$ cat config.mk
export PLATFORM = sky130hd
export DESIGN_NAME = bitmap_first_fit_allocator
export DESIGN_NICKNAME = d
export VERILOG_FILES = /design/src/rtl/core/bfa_pkg.sv /design/src/rtl/core/bfa_map_ram.sv /design/src/rtl/core/bfa_engine.sv /design/src/rtl/core/bitmap_first_fit_allocator.sv
export SDC_FILE = /design/constraint.sdc
export NUM_CORES = 1
export LEC_CHECK = 0
export BUFFER_PORTS_ARGS = -buffer_cell sky130_fd_sc_hd__buf_2
export CAP_MARGIN = 10
export CORE_AREA = 2 2 86 88
export CTS_BUF_LIST = sky130_fd_sc_hd__clkbuf_8
export DETAILED_ROUTE_END_ITERATION = 12
export DIE_AREA = 0 0 88 90
export GPL_ROUTABILITY_DRIVEN = 1
export PLACE_DENSITY_LB_ADDON = 0.05
export REMOVE_ABC_BUFFERS = 1
export SLEW_MARGIN = 25
export SYNTH_ARGS = -nofsm -noshare
export SYNTH_HDL_FRONTEND = slang
export SYNTH_SLANG_ARGS = --single-unit
export TNS_END_PERCENT = 20
$ cat constraint.sdc
create_clock -name clk -period 6.6 [get_ports clk]
set_input_delay 1.98 -clock clk [delete_from_list [all_inputs] [get_ports clk]]
set_output_delay 1.98 -clock clk [all_outputs]
set_load 0.02 [all_outputs]
$ cat src/rtl/core/bfa_pkg.sv
package bfa_pkg;

	// default number of slots in the bitmap
	localparam int BFA_SLOTS = 16;

	typedef enum logic {
		CMD_ALLOC = 1'b0,
		CMD_FREE  = 1'b1
	} cmd_t;

	typedef enum logic [1:0] {
		STAT_OK          = 2'd0,
		STAT_NO_SPACE    = 2'd1,
		STAT_DOUBLE_FREE = 2'd2,
		STAT_RANGE_ERROR = 2'd3
	} status_t;

	typedef enum logic [2:0] {
		ST_CLEAR,
		ST_IDLE,
		ST_SCAN,
		ST_MARK,
		ST_FREE,
		ST_DONE
	} state_t;

	typedef struct packed {
		cmd_t       command;
		logic [4:0] count;
		logic [3:0] start_index;
	} bfa_req_t;

	typedef struct packed {
		status_t    status;
		logic [3:0] granted_index;
		logic       all_free;
	} bfa_res_t;

endpackage

$ cat src/rtl/core/bfa_map_ram.sv
module bfa_map_ram #(
	parameter int DEPTH = 16,
	parameter int AW    = 4
) (
	input  logic          clk,
	input  logic          we,
	input  logic [AW-1:0] waddr,
	input  logic          wdata,
	input  logic          re,
	input  logic [AW-1:0] raddr,
	output logic          rdata
);

	logic mem [DEPTH];

	always_ff @(posedge clk) begin
		if (we) begin
			mem[waddr] <= wdata;
		end
	end

	always_ff @(posedge clk) begin
		if (re) begin
			rdata <= mem[raddr];
		end
	end

endmodule

$ cat src/rtl/core/bfa_engine.sv
module bfa_engine #(
	parameter int SLOTS = 16,
	parameter int AW    = 4
) (
	input  logic              clk,
	input  logic              arst_n,
	input  logic              req_valid,
	output logic              req_ready,
	input  bfa_pkg::bfa_req_t req,
	output logic              res_valid,
	input  logic              res_ack,
	output bfa_pkg::bfa_res_t res,
	output logic              ram_we,
	output logic [AW-1:0]     ram_waddr,
	output logic              ram_wdata,
	output logic              ram_re,
	output logic [AW-1:0]     ram_raddr,
	input  logic              ram_rdata
);

	import bfa_pkg::*;

	localparam int CW = $clog2(SLOTS + 1);
	localparam int EW = (CW > 6) ? CW : 6;
	localparam logic [AW-1:0] LAST = AW'(SLOTS - 1);

	state_t        state_q, state_d;
	logic [AW-1:0] rd_addr_q;
	logic          issue_q;
	logic [4:0]    iss_left_q;
	logic          rd_pend_s1;
	logic [AW-1:0] rd_idx_s1;
	logic [4:0]    run_q;
	logic [AW-1:0] run_start_q;
	logic [4:0]    cnt_q;
	logic [4:0]    proc_q;
	logic [AW-1:0] wr_addr_q;
	logic [CW-1:0] used_q;
	status_t       status_q;
	logic [3:0]    granted_q;

	logic          alloc_bad;
	logic          free_bad;
	logic          free_zero;
	logic          blk_free;
	logic [4:0]    run_inc;
	logic          found;
	logic          scan_last;
	logic [AW-1:0] seg_start;
	logic          free_hit;

	// request decode
	assign alloc_bad = (req.count == 5'd0) || (EW'(req.count) > EW'(SLOTS));
	assign free_bad  = (EW'(req.start_index) + EW'(req.count)) > EW'(SLOTS);
	assign free_zero = (req.count == 5'd0);

	// run tracking on the slot that just came back from the map
	assign blk_free  = !ram_rdata;
	assign run_inc   = run_q + 5'd1;
	assign seg_start = (run_q == 5'd0) ? rd_idx_s1 : run_start_q;
	assign found     = (state_q == ST_SCAN) && rd_pend_s1 && blk_free && (run_inc == cnt_q);
	assign scan_last = (rd_idx_s1 == LAST);
	assign free_hit  = (state_q == ST_FREE) && rd_pend_s1 && blk_free;

	always_comb begin
		state_d = state_q;
		unique case (state_q)
			ST_CLEAR: begin
				if (wr_addr_q == LAST) begin
					state_d = ST_IDLE;
				end
			end
			ST_IDLE: begin
				if (req_valid) begin
					if (req.command == CMD_ALLOC) begin
						state_d = alloc_bad ? ST_DONE : ST_SCAN;
					end else begin
						state_d = (free_bad || free_zero) ? ST_DONE : ST_FREE;
					end
				end
			end
			ST_SCAN: begin
				if (found) begin
					state_d = ST_MARK;
				end else if (rd_pend_s1 && scan_last) begin
					state_d = ST_DONE;
				end
			end
			ST_MARK: begin
				if (proc_q == 5'd1) begin
					state_d = ST_DONE;
				end
			end
			ST_FREE: begin
				if (rd_pend_s1 && (blk_free || proc_q == 5'd1)) begin
					state_d = ST_DONE;
				end
			end
			ST_DONE: begin
				if (res_ack) begin
					state_d = ST_IDLE;
				end
			end
			default: state_d = ST_IDLE;
		endcase
	end

	always_comb begin
		req_ready = 1'b0;
		res_valid = 1'b0;
		ram_we    = 1'b0;
		ram_waddr = wr_addr_q;
		ram_wdata = 1'b0;
		ram_re    = 1'b0;
		ram_raddr = rd_addr_q;
		unique case (state_q)
			ST_CLEAR: begin
				ram_we = 1'b1;
			end
			ST_IDLE: begin
				req_ready = 1'b1;
			end
			ST_SCAN: begin
				ram_re = issue_q && !found;
			end
			ST_MARK: begin
				ram_we    = 1'b1;
				ram_wdata = 1'b1;
			end
			ST_FREE: begin
				ram_re    = (iss_left_q != 5'd0) && !free_hit;
				ram_we    = rd_pend_s1 && !blk_free;
				ram_waddr = rd_idx_s1;
			end
			ST_DONE: begin
				res_valid = 1'b1;
			end
			default: ;
		endcase
	end

	assign res.status        = status_q;
	assign res.granted_index = granted_q;
	assign res.all_free      = (used_q == '0);

	// control state
	always_ff @(posedge clk or negedge arst_n) begin
		if (!arst_n) begin
			state_q    <= ST_CLEAR;
			wr_addr_q  <= '0;
			used_q     <= '0;
			issue_q    <= 1'b0;
			rd_pend_s1 <= 1'b0;
		end else begin
			state_q    <= state_d;
			rd_pend_s1 <= ram_re;
			case (state_q)
				ST_CLEAR: begin
					wr_addr_q <= (wr_addr_q == LAST) ? '0 : wr_addr_q + 1'b1;
				end
				ST_IDLE: begin
					issue_q <= req_valid && (req.command == CMD_ALLOC);
				end
				ST_SCAN: begin
					if (ram_re && rd_addr_q == LAST) begin
						issue_q <= 1'b0;
					end
					if (found) begin
						wr_addr_q <= seg_start;
						used_q    <= used_q + CW'(cnt_q);
					end
				end
				ST_MARK: begin
					wr_addr_q <= wr_addr_q + 1'b1;
				end
				ST_FREE: begin
					if (ram_we) begin
						used_q <= used_q - 1'b1;
					end
				end
				default: ;
			endcase
		end
	end

	// datapath
	always_ff @(posedge clk) begin
		if (ram_re) begin
			rd_idx_s1 <= rd_addr_q;
		end
		case (state_q)
			ST_IDLE: begin
				cnt_q      <= req.count;
				proc_q     <= req.count;
				iss_left_q <= req.count;
				run_q      <= '0;
				granted_q  <= '0;
				if (req.command == CMD_ALLOC) begin
					rd_addr_q <= '0;
					status_q  <= alloc_bad ? STAT_NO_SPACE : STAT_OK;
				end else begin
					rd_addr_q <= AW'(req.start_index);
					status_q  <= free_bad ? STAT_RANGE_ERROR : STAT_OK;
				end
			end
			ST_SCAN: begin
				if (ram_re) begin
					rd_addr_q <= rd_addr_q + 1'b1;
				end
				if (rd_pend_s1) begin
					run_q       <= blk_free ? run_inc : 5'd0;
					run_start_q <= seg_start;
					if (found) begin
						granted_q <= 4'(seg_start);
						proc_q    <= cnt_q;
					end else if (scan_last) begin
						status_q <= STAT_NO_SPACE;
					end
				end
			end
			ST_MARK: begin
				proc_q <= proc_q - 5'd1;
			end
			ST_FREE: begin
				if (ram_re) begin
					rd_addr_q  <= rd_addr_q + 1'b1;
					iss_left_q <= iss_left_q - 5'd1;
				end
				if (rd_pend_s1) begin
					if (blk_free) begin
						status_q <= STAT_DOUBLE_FREE;
					end else begin
						proc_q <= proc_q - 5'd1;
					end
				end
			end
			default: ;
		endcase
	end

endmodule

$ cat src/rtl/core/bitmap_first_fit_allocator.sv
// allocate runs through scan, mark and done from accept to result
// free runs through free and done; a request rejected at decode goes straight to done
// throughput: one item at a time, set by the single-bit map memory port (one slot per cycle)
// reset: arst_n clears control at once, then a clearing pass zeroes every slot of the map
// while s_tready stays low; the result register lets a new item start while a result waits
module bitmap_first_fit_allocator #(
	parameter int SLOTS = bfa_pkg::BFA_SLOTS
) (
	input  logic        clk,
	input  logic        arst_n,
	input  logic        s_tvalid,
	output logic        s_tready,
	input  logic [15:0] s_tdata,  // count[4:0], start_index[8:5], zero fill
	input  logic        s_tuser,  // command
	output logic        m_tvalid,
	input  logic        m_tready,
	output logic [7:0]  m_tdata   // status[1:0], granted_index[5:2], all_free[6], zero fill
);

	import bfa_pkg::*;

	localparam int AW = $clog2(SLOTS);

	bfa_req_t      req;
	bfa_res_t      res;
	bfa_res_t      out_q;
	logic          out_valid_q;
	logic          res_valid;
	logic          res_ack;

	// map memory port
	logic          ram_we;
	logic [AW-1:0] ram_waddr;
	logic          ram_wdata;
	logic          ram_re;
	logic [AW-1:0] ram_raddr;
	logic          ram_rdata;

	// unpack the incoming item
	assign req.command     = cmd_t'(s_tuser);
	assign req.count       = s_tdata[4:0];
	assign req.start_index = s_tdata[8:5];

	// the engine owns the map: it scans, marks and clears slots one per cycle
	bfa_engine #(
		.SLOTS (SLOTS),
		.AW    (AW)
	) u_engine (
		.clk       (clk),
		.arst_n    (arst_n),
		.req_valid (s_tvalid),
		.req_ready (s_tready),
		.req       (req),
		.res_valid (res_valid),
		.res_ack   (res_ack),
		.res       (res),
		.ram_we    (ram_we),
		.ram_waddr (ram_waddr),
		.ram_wdata (ram_wdata),
		.ram_re    (ram_re),
		.ram_raddr (ram_raddr),
		.ram_rdata (ram_rdata)
	);

	// one bit per slot, 1 = used; reads return the next cycle
	bfa_map_ram #(
		.DEPTH (SLOTS),
		.AW    (AW)
	) u_map (
		.clk   (clk),
		.we    (ram_we),
		.waddr (ram_waddr),
		.wdata (ram_wdata),
		.re    (ram_re),
		.raddr (ram_raddr),
		.rdata (ram_rdata)
	);

	// result register: takes a finished result whenever it is empty or being drained
	assign res_ack = res_valid && (!out_valid_q || m_tready);

	always_ff @(posedge clk or negedge arst_n) begin
		if (!arst_n) begin
			out_valid_q <= 1'b0;
		end else if (res_ack) begin
			out_valid_q <= 1'b1;
		end else if (m_tready) begin
			out_valid_q <= 1'b0;
		end
	end

	always_ff @(posedge clk) begin
		if (res_ack) begin
			out_q <= res;
		end
	end

	assign m_tvalid = out_valid_q;
	assign m_tdata  = {1'b0, out_q.all_free, out_q.granted_index, out_q.status};

endmodule

==> impl_metrics.json <==
{
  "ys.warnings.count": 0,
  "ctsRootBufferMaster": "clkbuf_8",
  "cp_cell_sequence": "clkinv_1 > nand3_1 > inv_1 > buf_2",
  "slew_headroom_pct": 35.6,
  "nFillCells": 559,
  "setup_viol": 0,
  "fin_area_um2": 4800,
  "rows": 31,
  "p_sw_share_pct": 40.6,
  "cp_num_buf_inv": 3,
  "synth_cell_types": 63,
  "internal_power_w": 0.00140,
  "numCtsBuffers": 9,
  "cts_tree": "yes",
  "cts.sinks": 77,
  "syn-cell-area_um2": 4430,
  "holdBufCountCts": 0,
  "dpl.hpwl_mm": 6.58,
  "fmax_ghz": 0.235,
  "dpl_cell_area_um2": 4610,
  "dr.pass1.iters": 7,
  "syn-instance-count": 411,
  "place.port_buffers": 22,
  "crit_family": "buffers and inverters",
  "wl_per_cell_um": 16.6,
  "ant_nets": 0,
  "slowest_delay_ns": 0.74,
  "path_clk_slew_ns": 0.08,
  "synthToLayoutAreaGrowth_pct": 8.41,
  "fp.dieArea_um2": 7920,
  "pwr-share-seq_pct": 42.1,
  "fin_crit_ns": 4.26,
  "skew_ns": 0.00820,
  "grt.total_usage_pct": 24.5,
  "status": "finished, final reports clean",
  "cts_max_path_buffers": 2,
  "drtIter0Drc": 272,
  "pre_cts_ws_ns": 2.42,
  "place_congestion": 0.844,
  "grt_pass1_vias": 3067,
  "ios": 31,
  "period_share_pct": 64.6,
  "pwr_density_cell_nw_per_um2": 489,
  "synth_top_flop_cell": "edfxtp_1",
  "crit_type": "reg -> out",
  "grt.overflow.total": 0,
  "htree_levels": 3,
  "die_x_um": 88,
  "finalNetCount": 473,
  "p_leak_nw": 1.88,
  "finalSetupTns_ns": 0,
  "antenna_found_initial": 0,
  "postSynthAreaPerCell_um2": 10.8,
  "startpoint_type": "flip-flop",
  "holdWs_ns": 0.423,
  "vdd_drop_max_mv": 0.244,
  "p_sw_w": 0.000954,
  "rsz0062_at_grt": "no",
  "vias_per_cell": 5.99,
  "hp-class": "reg -> reg",
  "die_h_um": 90,
  "synth-seq-cells": 77,
  "cp.arrival_ns": 2.28,
  "clkLatencyLatePin_ns": 0.35,
  "synthArstFlopShare_pct": 19.5,
  "diodes": 0,
  "final_layout_size_suffix_gt1_share_pct": 13.3,
  "worstPathMaxFanout": 19,
  "setup_slack_ns": 2.34,
  "cap_viol_max_count": 0,
  "synth-seq-area-share_pct": 50.5,
  "routed_wl_mm": 8.90,
  "post_cts_resized": 0,
  "hold_violations": 0,
  "initial_core_util_pct": 63.1,
  "crit_required_ns": 4.62,
  "end_kind": "primary output",
  "synth_edf_count": 62,
  "worstMarginPinSlew_ns": 0.952,
  "coreArea_um2": 7020,
  "via_count": 3211,
  "drc": 0,
  "grt_max_degree": 24,
  "combinationalPowerShare_pct": 42.6,
  "slew_violations": 0,
  "post_cts_buffers": 0,
  "clkPwrFrac_pct": 15.3,
  "critPathSlowestCell": "dfrtp_1",
  "grt_pass1_wl_mm": 15.0
}
logic make-up after synthesis:
group,share of synthesized area [%]
and+or+nand+nor,16.9
buffers and inverters,4.01
AOI/OAI and AO/OA,12.7
other,0.0846
adders and majority gates,5.99
muxes,4.09
DFF,50.5
xor gates and xnor gates,5.76
registers in the layout, indices dropped and copies added (netlist names), 4 cells and up:
signal / cells
u_engine.iss_left_q: 5
u_map.mem: 16
u_engine.run_start_q: 4
u_engine.rd_idx_s1: 4
u_engine.ram_raddr: 4
u_engine.run_q: 5
m_tdata: 7
u_engine.proc_q: 5
u_engine.granted_q: 4
u_engine.wr_addr_q: 4
u_engine.used_q: 5
u_engine.cnt_q: 5
cell usage after synthesis (4+ instances only):
master	count	area (µm²)
ha_1	18	225
inv_1	27	101
dfrtp_1	15	375
nor3b_1	9	67.6
nand2_1	28	105
o21ai_0	18	90.1
clkbuf_1	7	26.3
nand2b_1	6	37.5
and2_1	5	31.3
xor2_1	9	78.8
edfxtp_1	62	1860
mux2i_1	8	80.1
nor2b_1	6	37.5
mux2_2	5	56.3
nor3_1	8	40.0
nand3_1	17	85.1
a21oi_1	16	80.1
a311oi_1	4	35.0
a31oi_1	13	81.3
nor2_1	47	176
xnor2_1	13	114
and3_1	6	37.5
path summary, 6_finish.rpt:
| kind | start | endpoint | slack (ns) | cells past startpoint |
|---|---|---|---|---|
| setup / recovery | u_engine.state_q[2]$_DFFE_PN0P_ | s_tready | 2.34 | 4 |
| setup reg to reg | u_engine.state_q[0]$_DFFE_PN0P_ | u_engine.used_q[4]$_DFFE_PN0P_ | 3.19 | 10 |
| min in group asynchronous | arst_n | u_engine.used_q[4]$_DFFE_PN0P_ | 1.53 | 1 |
| max in group asynchronous | arst_n | u_engine.rd_pend_s1$_DFF_PN0_ | 4.79 | 1 |
| hold reg to reg | u_engine.granted_q[1]$_SDFFCE_PP0P_ | m_tdata[3]$_DFFE_PP_ | 0.42 | 0 |
| hold / removal | u_engine.granted_q[1]$_SDFFCE_PP0P_ | m_tdata[3]$_DFFE_PP_ | 0.42 | 0 |
placed cells by master, fill, tap and decap left out, types with 15 or more instances in the layout:
master    count
buf_2        22
inv_1        28
ha_1         18
dfrtp_1      15
nor2_1       47
edfxtp_1     62
a21oi_1      16
o21ai_0      18
nand2_1      28
nand3_1      17
routing by layer:
layer	GRT usage [%]	part of all wire, %	up-vias
met5	0	0	-
met4	8.59	2.1	0
met3	4.32	4.9	20
met2	38.0	48	103
met1	34.6	45	1537
li1	-	-	1551
power by group through the flow:
stage	registers, W	logic, W	clock network [W]
floorplan	0.000957	0.000768	0
global placement	0.000989	0.000971	0
detailed placement	0.000996	0.00100	0
CTS	0.000986	0.00101	0.000364
global route	0.00102	0.00114	0.000383
finish	0.000990	0.00100	0.000359
metrics by stage:
| step | power, W | utilization, % | std cells |
|---|---|---|---|
| 6_report | 0.00235 | 68.4 | 536 |
| 5_1_grt | 0.00254 | 68.4 | 536 |
| 4_1_cts | 0.00236 | 68.4 | 536 |
| 3_5_place_dp | 0.00200 | 65.6 | 520 |
| 3_3_place_gp | 0.00196 | 65.6 | 520 |
| 2_1_floorplan | 0.00172 | - | 398 |
cell type report:
class / instances / area [µm²] / area share [%]
clock buffers: 9 / 124 / 2.58
clock inverters: 7 / 75.1 / 1.56
inverters: 28 / 105 / 2.19
multi-input cells: 293 / 2020 / 42.1
flip-flops and latches: 77 / 2240 / 46.6
well taps: 99 / 124 / 2.58
repair buffers: 23 / 118 / 2.45
(Power assumes the default switching activity.)
